File: src/hdl/assert_macros.svh
// Assertion helpers for the file that carries checks.
`ifndef ASSERT_MACROS_SVH
`define ASSERT_MACROS_SVH

// Same-cycle implication, switched off while reset is applied.
`define CHK_SAME(lbl, clk, rst_n, ante, cons) \
  lbl: assert property (@(posedge clk) disable iff (!rst_n) (ante) |-> (cons)) \
    else $error("same-cycle check failed");

// Next-cycle implication, switched off while reset is applied.
`define CHK_NEXT(lbl, clk, rst_n, ante, cons) \
  lbl: assert property (@(posedge clk) disable iff (!rst_n) (ante) |=> (cons)) \
    else $error("next-cycle check failed");

`endif

File: src/hdl/swpc_pkg.sv
package swpc_pkg;

  // Sequencer phases, one-hot.
  typedef enum logic [5:0] {
    PH_START   = 6'b000001,
    PH_BOOT    = 6'b000010,
    PH_WATCH   = 6'b000100,
    PH_HOLD    = 6'b001000,
    PH_GAP     = 6'b010000,
    PH_RESTART = 6'b100000
  } phase_t;

  // Phase codes as reported on the result channel.
  localparam logic [2:0] PC_START   = 3'd0;
  localparam logic [2:0] PC_BOOT    = 3'd1;
  localparam logic [2:0] PC_WATCH   = 3'd2;
  localparam logic [2:0] PC_HOLD    = 3'd3;
  localparam logic [2:0] PC_GAP     = 3'd4;
  localparam logic [2:0] PC_RESTART = 3'd5;

  // Configuration register indexes.
  localparam int unsigned CFG_IDX_W = 3;
  localparam logic [CFG_IDX_W-1:0] CFG_INTERVAL = 3'd0;
  localparam logic [CFG_IDX_W-1:0] CFG_REBOOT   = 3'd1;
  localparam logic [CFG_IDX_W-1:0] CFG_HOLD     = 3'd2;
  localparam logic [CFG_IDX_W-1:0] CFG_GAP      = 3'd3;
  localparam logic [CFG_IDX_W-1:0] CFG_PRESS    = 3'd4;

  localparam int unsigned CFG_DATA_W = 32;

  // Register reset values.
  localparam logic [31:0] RST_INTERVAL = 32'd120000;
  localparam logic [31:0] RST_REBOOT   = 32'd120000;
  localparam logic [15:0] RST_HOLD     = 16'd7000;
  localparam logic [15:0] RST_GAP      = 16'd5000;
  localparam logic [15:0] RST_PRESS    = 16'd1000;

  // Restart command matching.
  localparam logic [3:0] CMD_LAST = 4'd11;
  localparam logic [7:0] NEWLINE  = 8'h0A;

  // Byte expected at each position of the restart command.
  function automatic logic [7:0] cmd_byte(input logic [3:0] pos);
    logic [7:0] b;
    case (pos)
      4'd0:    b = 8'h73;
      4'd1:    b = 8'h79;
      4'd2:    b = 8'h73;
      4'd3:    b = 8'h77;
      4'd4:    b = 8'h64;
      4'd5:    b = 8'h74;
      4'd6:    b = 8'h5F;
      4'd7:    b = 8'h72;
      4'd8:    b = 8'h65;
      4'd9:    b = 8'h73;
      4'd10:   b = 8'h65;
      4'd11:   b = 8'h74;
      default: b = 8'h00;
    endcase
    return b;
  endfunction

  // Reported code of a phase.
  function automatic logic [2:0] phase_code(input phase_t ph);
    logic [2:0] c;
    unique case (ph)
      PH_START:   c = PC_START;
      PH_BOOT:    c = PC_BOOT;
      PH_WATCH:   c = PC_WATCH;
      PH_HOLD:    c = PC_HOLD;
      PH_GAP:     c = PC_GAP;
      PH_RESTART: c = PC_RESTART;
      default:    c = PC_START;
    endcase
    return c;
  endfunction

endpackage

File: src/hdl/swpc_if.sv
// Input channel: one tick or one received byte per transfer.
interface swpc_in_if;
  logic       valid;
  logic       ready;
  logic       mode;
  logic [7:0] rx_byte;

  modport source (output valid, output mode, output rx_byte, input ready);
  modport sink   (input valid, input mode, input rx_byte, output ready);
endinterface

// Result channel: one result per accepted input item.
interface swpc_out_if;
  logic       valid;
  logic       ready;
  logic       power_switch;
  logic       wait_lamp;
  logic       command_ack;
  logic       expired;
  logic [2:0] phase;

  modport source (output valid, output power_switch, output wait_lamp,
                  output command_ack, output expired, output phase, input ready);
  modport sink   (input valid, input power_switch, input wait_lamp,
                  input command_ack, input expired, input phase, output ready);
endinterface

File: src/hdl/system_watchdog_power_cycler.sv
// Channel   Direction  Payload
// in_ch     in         mode, rx_byte
// out_ch    out        power_switch, wait_lamp, command_ack, expired, phase
// cfg_*     in         cfg_we, cfg_index, cfg_wdata (write only)
//
// Each transfer in produces one result in the following cycle; a new item is taken
// in every cycle, limited only by the single result register.
// The input side stalls only while a result waits and out_ch.ready is low.
// Synchronous active-low reset restores the register defaults, starts the
// power-on press and empties the result register.
`include "assert_macros.svh"

module system_watchdog_power_cycler
  import swpc_pkg::*;
#(
  parameter int unsigned COUNTER_WIDTH = 32
) (
  input  logic                 clk,
  input  logic                 rst_n,
  swpc_in_if.sink              in_ch,
  swpc_out_if.source           out_ch,
  input  logic                 cfg_we,
  input  logic [CFG_IDX_W-1:0] cfg_index,
  input  logic [CFG_DATA_W-1:0] cfg_wdata
);

  localparam int unsigned CW    = COUNTER_WIDTH;
  localparam int unsigned CMP_W = (CW > 32) ? CW : 32;

  // Saturating increment of a counter.
  function automatic logic [CW-1:0] sat_inc(input logic [CW-1:0] v);
    return (v == {CW{1'b1}}) ? v : v + CW'(1);
  endfunction

  // Configuration registers.
  logic [31:0] interval_r, reboot_r;
  logic [15:0] hold_r, gap_r, press_r;

  // Sequencer and matcher state.
  phase_t        phase_r, phase_nxt;
  logic [CW-1:0] phase_el_r, phase_el_nxt;
  logic [CW-1:0] watch_el_r, watch_el_nxt;
  logic [3:0]    pos_r, pos_nxt;
  logic          spoil_r, spoil_nxt;

  // Result register.
  logic       out_valid_r;
  logic       out_pwr_r, out_lamp_r, out_ack_r, out_exp_r;
  logic [2:0] out_phase_r;

  logic          ack, exp;
  logic [CW-1:0] phase_inc, watch_inc;
  logic [CMP_W-1:0] duration;
  phase_t        phase_after;
  logic          in_acc;

  assign in_ch.ready = !out_valid_r || out_ch.ready;
  assign in_acc      = in_ch.valid && in_ch.ready;

  // Configuration writes take effect at once.
  always_ff @(posedge clk) begin
    if (!rst_n) begin
      interval_r <= RST_INTERVAL;
      reboot_r   <= RST_REBOOT;
      hold_r     <= RST_HOLD;
      gap_r      <= RST_GAP;
      press_r    <= RST_PRESS;
    end else if (cfg_we) begin
      unique case (cfg_index)
        CFG_INTERVAL: interval_r <= cfg_wdata;
        CFG_REBOOT:   reboot_r   <= cfg_wdata;
        CFG_HOLD:     hold_r     <= cfg_wdata[15:0];
        CFG_GAP:      gap_r      <= cfg_wdata[15:0];
        CFG_PRESS:    press_r    <= cfg_wdata[15:0];
        default: ;
      endcase
    end
  end

  // Duration and successor of each timed phase.
  always_comb begin
    unique case (phase_r)
      PH_START: begin
        duration    = CMP_W'(press_r);
        phase_after = PH_BOOT;
      end
      PH_BOOT: begin
        duration    = CMP_W'(reboot_r);
        phase_after = PH_WATCH;
      end
      PH_HOLD: begin
        duration    = CMP_W'(hold_r);
        phase_after = PH_GAP;
      end
      PH_GAP: begin
        duration    = CMP_W'(gap_r);
        phase_after = PH_RESTART;
      end
      PH_RESTART: begin
        duration    = CMP_W'(press_r);
        phase_after = PH_BOOT;
      end
      default: begin
        duration    = '0;
        phase_after = PH_BOOT;
      end
    endcase
  end

  assign phase_inc = sat_inc(phase_el_r);
  assign watch_inc = sat_inc(watch_el_r);

  // Next state for the item on the input channel.
  always_comb begin
    phase_nxt    = phase_r;
    phase_el_nxt = phase_el_r;
    watch_el_nxt = watch_el_r;
    pos_nxt      = pos_r;
    spoil_nxt    = spoil_r;
    ack          = 1'b0;
    exp          = 1'b0;
    if (!in_ch.mode) begin
      if (phase_r == PH_WATCH) begin
        watch_el_nxt = watch_inc;
        if (CMP_W'(watch_inc) > CMP_W'(interval_r)) begin
          exp          = 1'b1;
          phase_nxt    = PH_HOLD;
          phase_el_nxt = '0;
          watch_el_nxt = '0;
        end
      end else begin
        phase_el_nxt = phase_inc;
        if (CMP_W'(phase_inc) >= duration) begin
          phase_nxt    = phase_after;
          phase_el_nxt = '0;
          if (phase_after == PH_WATCH) begin
            watch_el_nxt = '0;
          end
        end
      end
    end else begin
      if (in_ch.rx_byte == NEWLINE) begin
        pos_nxt   = '0;
        spoil_nxt = 1'b0;
      end else if (!spoil_r && pos_r <= CMD_LAST && in_ch.rx_byte == cmd_byte(pos_r)) begin
        if (pos_r == CMD_LAST) begin
          // Whole command seen: restart the watchdog.
          ack          = 1'b1;
          pos_nxt      = '0;
          watch_el_nxt = '0;
        end else begin
          pos_nxt = pos_r + 4'd1;
        end
      end else begin
        spoil_nxt = 1'b1;
        pos_nxt   = '0;
      end
    end
  end

  // State advances on every input transfer.
  always_ff @(posedge clk) begin
    if (!rst_n) begin
      phase_r    <= PH_START;
      phase_el_r <= '0;
      watch_el_r <= '0;
      pos_r      <= '0;
      spoil_r    <= 1'b0;
    end else if (in_acc) begin
      phase_r    <= phase_nxt;
      phase_el_r <= phase_el_nxt;
      watch_el_r <= watch_el_nxt;
      pos_r      <= pos_nxt;
      spoil_r    <= spoil_nxt;
    end
  end

  // Result valid flag.
  always_ff @(posedge clk) begin
    if (!rst_n) begin
      out_valid_r <= 1'b0;
    end else if (in_acc) begin
      out_valid_r <= 1'b1;
    end else if (out_ch.ready) begin
      out_valid_r <= 1'b0;
    end
  end

  // Result payload, loaded with each input transfer.
  always_ff @(posedge clk) begin
    if (in_acc) begin
      out_pwr_r   <= (phase_nxt == PH_START) || (phase_nxt == PH_HOLD) ||
                     (phase_nxt == PH_RESTART);
      out_lamp_r  <= (phase_nxt == PH_BOOT);
      out_ack_r   <= ack;
      out_exp_r   <= exp;
      out_phase_r <= phase_code(phase_nxt);
    end
  end

  assign out_ch.valid        = out_valid_r;
  assign out_ch.power_switch = out_pwr_r;
  assign out_ch.wait_lamp    = out_lamp_r;
  assign out_ch.command_ack  = out_ack_r;
  assign out_ch.expired      = out_exp_r;
  assign out_ch.phase        = out_phase_r;

  // Checks on the sequencer and the result register.
  `CHK_SAME(a_no_take_when_full, clk, rst_n, out_valid_r && !out_ch.ready, !in_ch.ready)
  `CHK_SAME(a_expiry_enters_hold, clk, rst_n, out_valid_r && out_exp_r, out_phase_r == PC_HOLD)
  `CHK_SAME(a_ack_not_on_tick, clk, rst_n, out_valid_r, !(out_ack_r && out_exp_r))
  `CHK_NEXT(a_byte_keeps_phase, clk, rst_n, in_acc && in_ch.mode, $stable(phase_r))

endmodule
File: src/flat_wrapper.sv
// flat-port wrapper written by rule: the top's interface ports become plain ports
module system_watchdog_power_cycler_flat import swpc_pkg::*;
#(
  parameter int unsigned COUNTER_WIDTH = 32
)
  (clk, rst_n, cfg_we, cfg_index, cfg_wdata, in_ch_valid, in_ch_mode, in_ch_rx_byte, in_ch_ready, out_ch_valid, out_ch_power_switch, out_ch_wait_lamp, out_ch_command_ack, out_ch_expired, out_ch_phase, out_ch_ready);
  swpc_in_if in_ch_i ();
  swpc_out_if out_ch_i ();
  input  logic clk;
  input  logic rst_n;
  input  logic cfg_we;
  input  logic [CFG_IDX_W-1:0] cfg_index;
  input  logic [CFG_DATA_W-1:0] cfg_wdata;
  input wire logic [$bits(in_ch_i.valid)-1:0] in_ch_valid;
  input wire logic [$bits(in_ch_i.mode)-1:0] in_ch_mode;
  input wire logic [$bits(in_ch_i.rx_byte)-1:0] in_ch_rx_byte;
  output wire logic [$bits(in_ch_i.ready)-1:0] in_ch_ready;
  output wire logic [$bits(out_ch_i.valid)-1:0] out_ch_valid;
  output wire logic [$bits(out_ch_i.power_switch)-1:0] out_ch_power_switch;
  output wire logic [$bits(out_ch_i.wait_lamp)-1:0] out_ch_wait_lamp;
  output wire logic [$bits(out_ch_i.command_ack)-1:0] out_ch_command_ack;
  output wire logic [$bits(out_ch_i.expired)-1:0] out_ch_expired;
  output wire logic [$bits(out_ch_i.phase)-1:0] out_ch_phase;
  input wire logic [$bits(out_ch_i.ready)-1:0] out_ch_ready;
  assign in_ch_i.valid = in_ch_valid;
  assign in_ch_i.mode = in_ch_mode;
  assign in_ch_i.rx_byte = in_ch_rx_byte;
  assign in_ch_ready = in_ch_i.ready;
  assign out_ch_valid = out_ch_i.valid;
  assign out_ch_power_switch = out_ch_i.power_switch;
  assign out_ch_wait_lamp = out_ch_i.wait_lamp;
  assign out_ch_command_ack = out_ch_i.command_ack;
  assign out_ch_expired = out_ch_i.expired;
  assign out_ch_phase = out_ch_i.phase;
  assign out_ch_i.ready = out_ch_ready;
  system_watchdog_power_cycler #(.COUNTER_WIDTH(COUNTER_WIDTH)) u_core (.clk(clk), .rst_n(rst_n), .in_ch(in_ch_i), .out_ch(out_ch_i), .cfg_we(cfg_we), .cfg_index(cfg_index), .cfg_wdata(cfg_wdata));
endmodule
File: config.mk
export PLATFORM = sky130hd
export DESIGN_NAME = system_watchdog_power_cycler_flat
export DESIGN_NICKNAME = d
export VERILOG_FILES = /design/src/hdl/swpc_pkg.sv /design/src/hdl/swpc_if.sv /design/src/hdl/system_watchdog_power_cycler.sv /design/src/flat_wrapper.sv
export VERILOG_INCLUDE_DIRS = /design/src /design/src/hdl
export SDC_FILE = /design/constraint.sdc
export NUM_CORES = 1
export LEC_CHECK = 0
export ABC_AREA = 1
export BUFFER_PORTS_ARGS = -buffer_cell sky130_fd_sc_hd__buf_4
export CORE_MARGIN = 5
export CORE_UTILIZATION = 40
export DETAILED_ROUTE_END_ITERATION = 6
export SETUP_SLACK_MARGIN = 0.05
export SLEW_MARGIN = 20
export SYNTH_ARGS = -nofsm -noshare
export SYNTH_HDL_FRONTEND = slang
export SYNTH_SLANG_ARGS = --single-unit
File: constraint.sdc
create_clock -name clk -period 3.4 [get_ports clk]
set_clock_uncertainty 0.2 [all_clocks]
set_input_delay 0.68 -clock clk [delete_from_list [all_inputs] [get_ports clk]]
set_output_delay 0.68 -clock clk [all_outputs]
set_load 0.005 [all_outputs]
# [Word-level counts from Yosys, hierarchy flattened]
# Memories as Yosys holds them, arrays and structs flattened. A register that Yosys moved wholly into a read port is not among the register bits.
# Cells that the tools add are included.
[totals] reg_bits=195 romBits=112 output_inout_bits=9 wordCells=110 n_memories=1
[memory_table] name="(name not given)" depth=16 word_bits=7 read_ports=1 rd_ports_with_merged_regs=1 write_ports=0 line="swpc_pkg.sv:45" text="case (pos)"
[classes] addsub=3 magnitude_cmp=3 eq_ne=27 n_mux=33 n_bitwise=3 reduce_logical=24
[op_table] cell="$mux W32" count=13
[op_table] cell="$pmux W32 S4" count=1
[op_table] cell="$add A32 B1 Y32 const B" count=2
[op_table] cell="$eq A32 B32 Y1 const B" count=2
[op_table] cell="$ge A32 B32 Y1" count=1
[op_table] cell="$gt A32 B32 Y1" count=1
[op_table] cell="$mux W6" count=4
[op_table] cell="$mux W4" count=5
[op_table] cell="$eq A6 B3 Y1 const B" count=3
[op_table] cell="$pmux W6 S3" count=1
[op_table] cell="$mux W8" count=2
[op_table] cell="$pmux W3 S5" count=1
[op_table] cell="$eq A6 B1 Y1 const B" count=2
[op_table] cell="$eq A6 B2 Y1 const B" count=2
[op_table] cell="$eq A6 B4 Y1 const B" count=2
[op_table] cell="$eq A6 B5 Y1 const B" count=2
[op_table] cell="$eq A6 B6 Y1 const B" count=2
[op_table] cell="$reduce_and A2 Y1" count=6
[op_table] cell="$eq A8 B4 Y1 const B" count=1
[op_table] cell="$eq A8 B8 Y1" count=1
[op_table] cell="$eq A3 B2 Y1 const B" count=2
[op_table] cell="$mux W1" count=6
[op_table] cell="$ne A2 B1 Y1 const B" count=3
[op_table] cell="$reduce_and A3 Y1" count=2
[op_table] cell="other kinds (16)" count=26

# [Depth between registers and ports, before layout]
[depth] ltp_word=10 depth_mapped=29 ltp_nobuf=29

# [Worst setup path before layout]
# OpenSTA, ideal clock, no wires.
[synth_path] path_kind="register to register" from="register u_core.watch_el_r[0]" to="register u_core.out_phase_r[0], in the netlist u_core.out_ch.phase[0] (data pin)" setup_ns=0.260 t_arrival_ns=3.010 required_ns=2.940 slack_ns=-0.070 stages_incl_launch_ff=26 path_buffers=0 path_cell_list="dfxtp_1 > ha_1 > nand2_1 > nor3_1 > nand3_1 > nor2_2 > nand3_1 > nor2_1 > nor2_2 > nand2_1 > nor3_2 > xor2_1 > ha_1 > nand2_1 > nor2_1 > nand4_1 > nor3b_2 > nand3b_1 > nand2_1 > nand2_1 > nand3_1 > nand2_1 > nand3_1 > nor2_1 > nand2_1 > nand3_1"
[synth_via] elab_chain_len=8
[synth_rtl] item="start: declaration" line="system_watchdog_power_cycler.sv:42" text="logic [CW-1:0] watch_el_r, watch_el_nxt;"
[synth_rtl] item="start signal: assignment" line="system_watchdog_power_cycler.sv:172" text="watch_el_r <= watch_el_nxt;"
[synth_rtl] item="$add A32 B1 Y32 / $eq A32 B32 Y1 (equally long branches)" line="system_watchdog_power_cycler.sv:32" text="return (v == {CW{1'b1}}) ? v : v + CW'(1);"
[synth_rtl] item="$mux W32 (*)" line="system_watchdog_power_cycler.sv:32"
[synth_rtl] item="$gt A32 B32 Y1 (*)" line="system_watchdog_power_cycler.sv:125" text="if (CMP_W'(watch_inc) > CMP_W'(interval_r)) begin"
[synth_rtl] item="$mux W6 (*)" line="system_watchdog_power_cycler.sv:125"
[synth_rtl] item="$mux W6 (*)" line="system_watchdog_power_cycler.sv:123" text="if (phase_r == PH_WATCH) begin"
[synth_rtl] item="$mux W6 (*)" line="system_watchdog_power_cycler.sv:122" text="if (!in_ch.mode) begin"
[synth_rtl] item="$eq A6 B6 Y1, or another cell as far along" line="swpc_pkg.sv:66" text="unique case (ph)"
[synth_rtl] item="$pmux W3 S5 (*)" line="swpc_pkg.sv:66"
[synth_rtl] item="end signal: assignment" line="system_watchdog_power_cycler.sv:197" text="out_phase_r <= phase_code(phase_nxt);"
[synth_rtl] item="end: declaration" line="system_watchdog_power_cycler.sv:49" text="logic [2:0] out_phase_r;"
# Every way passes the cells marked *; elsewhere a longest branch is shown, timed or not.
# A chain may end at the register's enable or synchronous reset.

# [Final worst setup path]
[layout_path] from="register u_core.watch_el_r[1]" to="register u_core.phase_el_r[23]"
[layout_via] elab_chain_len=5
[layout_rtl] item="$add A32 B1 Y32 / $eq A32 B32 Y1 (equally long branches)" line="system_watchdog_power_cycler.sv:32"
[layout_rtl] item="$mux W32 (*)" line="system_watchdog_power_cycler.sv:32"
[layout_rtl] item="$gt A32 B32 Y1 (*)" line="system_watchdog_power_cycler.sv:125"
[layout_rtl] item="$ne A2 B2 Y1 (no line) (*)"
[layout_rtl] item="$reduce_and A3 Y1 (no line) (*)"
[layout_rtl] item="end signal: assignment" line="system_watchdog_power_cycler.sv:171" text="phase_el_r <= phase_el_nxt;"
[layout_rtl] item="end: declaration" line="system_watchdog_power_cycler.sv:41" text="logic [CW-1:0] phase_el_r, phase_el_nxt;"
# Marked as above.

==> out/qor.yml <==
placement:
  dpl.hpwl_um: 26700
  pre_cts_ws_ns: -0.595
  io_buffers: 57
  postPlaceCellArea_mm2: 0.0144
  post-place-cells: 2315
  gp_congestion: 0.920
cells_and_area:
  drive_gt1_frac: 0.360
  regArea_mm2: 0.00414
  fill_cells: 2555
  final_cells: 2424
  n_antenna_cell: 0
  layout.nets: 2138
  area_delta_synth_final_pct: 49.9
  final_cell_mix: "nand2_1, buf_4, dfxtp_1, nor2_1, inv_1"
  design_area_mm2: 0.0173
  multi_input_area_mm2: 0.00769
  final_common_cell: "nand2_1"
detailed_routing:
  drc_errors: 0
  drt-initial-drc-count: 1047
  routedWlPerCell_um: 16.1
  vias_per_cell: 5.11
  drt-total-wl_um: 39000
  vias: 12400
  first_pass_iters: 5
  detail-route-antenna-nets: 0
floorplan:
  rows: 62
  ioPinCount: 58
  dieArea_mm2: 0.0323
  initial_utilization: 0.404
  die_h_um: 180
  core_region_area_mm2: 0.0285
  die_x_um: 180
yosys:
  synth_flop_cell: "dfxtp_1"
  ys_warn_count: 0
  synth_area_per_cell_um2: 6.94
  async_reset_ff_frac: 0
  syn_inst: 1661
  synth_cell_types: 46
  yosysSeqAreaShare: 0.357
  synth_area_mm2: 0.0115
  synth_nets: 1777
  synth_edf_count: 7
  synth-seq-cells: 202
clocking:
  cts_buffer_depth: 3
  cts_buffers: 24
  clock_sinks: 202
  clkTransAtPathRegs_ns: 0.06
  cts.htree.levels: 1
  cts_tree: "yes"
  postCtsHoldBufs: 0
  clk_latency_ns: 0.53
  root_buffer: "clkbuf_16"
worst_setup_path:
  cp.required_ns: 3.57
  path_max_fanout: 8
  rrSetupSlack_ns: -0.47
  start_kind: "register"
  crit_arrival_ns: 4.04
  path_class: "reg2reg"
  end_kind: "register"
sta:
  final-hold-violation-count: 0
  rsz0062_at_grt: "true"
  worst_slew_pin_slew_ns: 0.980
  period_share: 1.14
  setup_slack_ns: -0.469
  max_freq_ghz: 0.258
  final_max_slew_viol_count: 0
  setup_viol: 75
  relSlewSlack: 0.346
  period_minus_slack_ns: 3.87
power:
  totalPowerFinal_mw: 6.00
  leakage_nw: 7.81
  p_per_area_mw_per_mm2: 347
  peakVddDrop_uv: 334
status:
  outcome: "complete, but fails checks"
  failed_checks: "negative setup slack"
global_routing:
  antenna_found_initial: 0
  overflow: 0
  grt_pass1_vias: 11500
  track_usage: 0.221
  grt_max_degree: 45
  grt_first_pass_wirelength_um: 60300
hold_path:
  hp-class: "in2reg"
run:
  maxCapViolations: 0
==> layer usage <==
layer	share of wire	vias to the layer above	global-route usage
met5	0	-	0
met4	0.022	0	0.0482
met3	0.051	60	0.0267
met2	0.46	365	0.358
met1	0.47	5807	0.319
li1	-	6163	-
==> layout make-up <==
class,instances,area share
sequential,202,0.240
clock buffer,35,0.0418
inverter,166,0.0365
tap,384,0.0278
timing repair buffer,397,0.199
multi-input combinational,1231,0.445
clock inverter,9,0.00928
==> registers in the layout (all words and copies together), names as in the netlist, 3 cells and up, named ones only <==
signal,flops
u_core.out_ch.phase,3
u_core.phase_el_r,32
u_core.hold_r,16
u_core.watch_el_r,32
u_core.pos_r,4
u_core.reboot_r,32
u_core.gap_r,16
u_core.phase_r,6
u_core.press_r,16
u_core.interval_r,32
==> through the flow <==
| step | utilization | setup TNS [ns] | hold WS, ns |
|---|---|---|---|
| global route | 0.605 | -45.71 | 0.210 |
| global placement | 0.503 | -34.99 | 0.237 |
| floorplan | - | -0.00821 | 0.225 |
| CTS | 0.560 | -24.10 | 0.195 |
| detailed placement | 0.503 | -35.13 | 0.243 |
| finish | 0.605 | -28.08 | 0.205 |
==> cells in the mapped netlist, types with 2 or more instances <==
master	number	area, µm²
nor3_2	4	40.0
clkbuf_1	48	180
nor4_1	18	113
xor2_1	38	333
buf_2	10	50.1
o211ai_1	10	75.1
a21oi_1	136	681
nor3_1	38	190
xnor2_1	21	184
o21a_1	2	15.0
a22o_1	5	43.8
a21oi_2	10	87.6
ha_1	67	838
buf_4	2	15.0
nand2_2	15	93.8
inv_1	158	593
a211oi_1	4	30.0
nand4_1	21	131
a21o_1	3	22.5
o22ai_1	5	31.3
o21ai_0	106	531
inv_2	6	22.5
clkinv_1	2	7.51
nand2_1	457	1720
nor4_4	5	106
nand3_1	57	285
o21ai_1	2	10.0
a221oi_1	15	131
edfxtp_1	7	210
dfxtp_1	195	3900
nor2_1	177	664
nor2_2	3	18.8
==> kinds of logic after synthesis <==
group,synth area share
fa+ha+maj,0.0728
xor+xnor,0.0449
simple gates,0.301
mux,0.000869
flops,0.357
compound gates,0.145
buf+inv,0.0781
==> power by group <==
| group | total [mW] | internal [mW] | switching [mW] |
|---|---|---|---|
| registers | 2.47 | 2.44 | 0.0291 |
| logic | 0.702 | 0.298 | 0.404 |
| clock network | 2.83 | 1.78 | 1.05 |
==> worst max-delay path, cell delays in order, from the launching register on <==
cell and delay, ns:
dfxtp_4 0.36, ha_4 0.15, nand2_2 0.05, nor3_2 0.13, nand3_2 0.11, nor2_4 0.16, nand3_2 0.10, nor2_4 0.15
nor2_4 0.06, nand2_2 0.07, nor3_2 0.04, xor2_1 0.17, ha_1 0.29, nand2_2 0.08, nor2_4 0.15, nand4_1 0.10
nor3b_2 0.22, nand3b_1 0.19, nand2_4 0.14, nand2_4 0.08, buf_6 0.16, nand4_1 0.12, inv_4 0.10, clkbuf_16 0.19
nand2_1 0.06, a21oi_1 0.05
==> path summary, 6_finish.rpt <==
check,from,to,cells past startpoint
worst max-delay path,u_core.watch_el_r[1]$_SDFFE_PN0P_,u_core.phase_el_r[23]$_SDFFE_PN0P_,25
worst min-delay path,cfg_wdata[8],u_core.press_r[8]$_SDFFE_PN1P_,3
worst max register to register,u_core.watch_el_r[1]$_SDFFE_PN0P_,u_core.phase_el_r[23]$_SDFFE_PN0P_,25
worst min register to register,u_core.reboot_r[16]$_SDFFE_PN1P_,u_core.reboot_r[16]$_SDFFE_PN1P_,2
==> what timing repair did <==
item                                    CTS  global route
setup buffers                            31            33
pin swaps                                29            69
endpoints found under the setup margin   76            76
cloned                                    5             5
gates resized for setup                 101           256
Note: power is estimated with default switching activity, not from simulation.
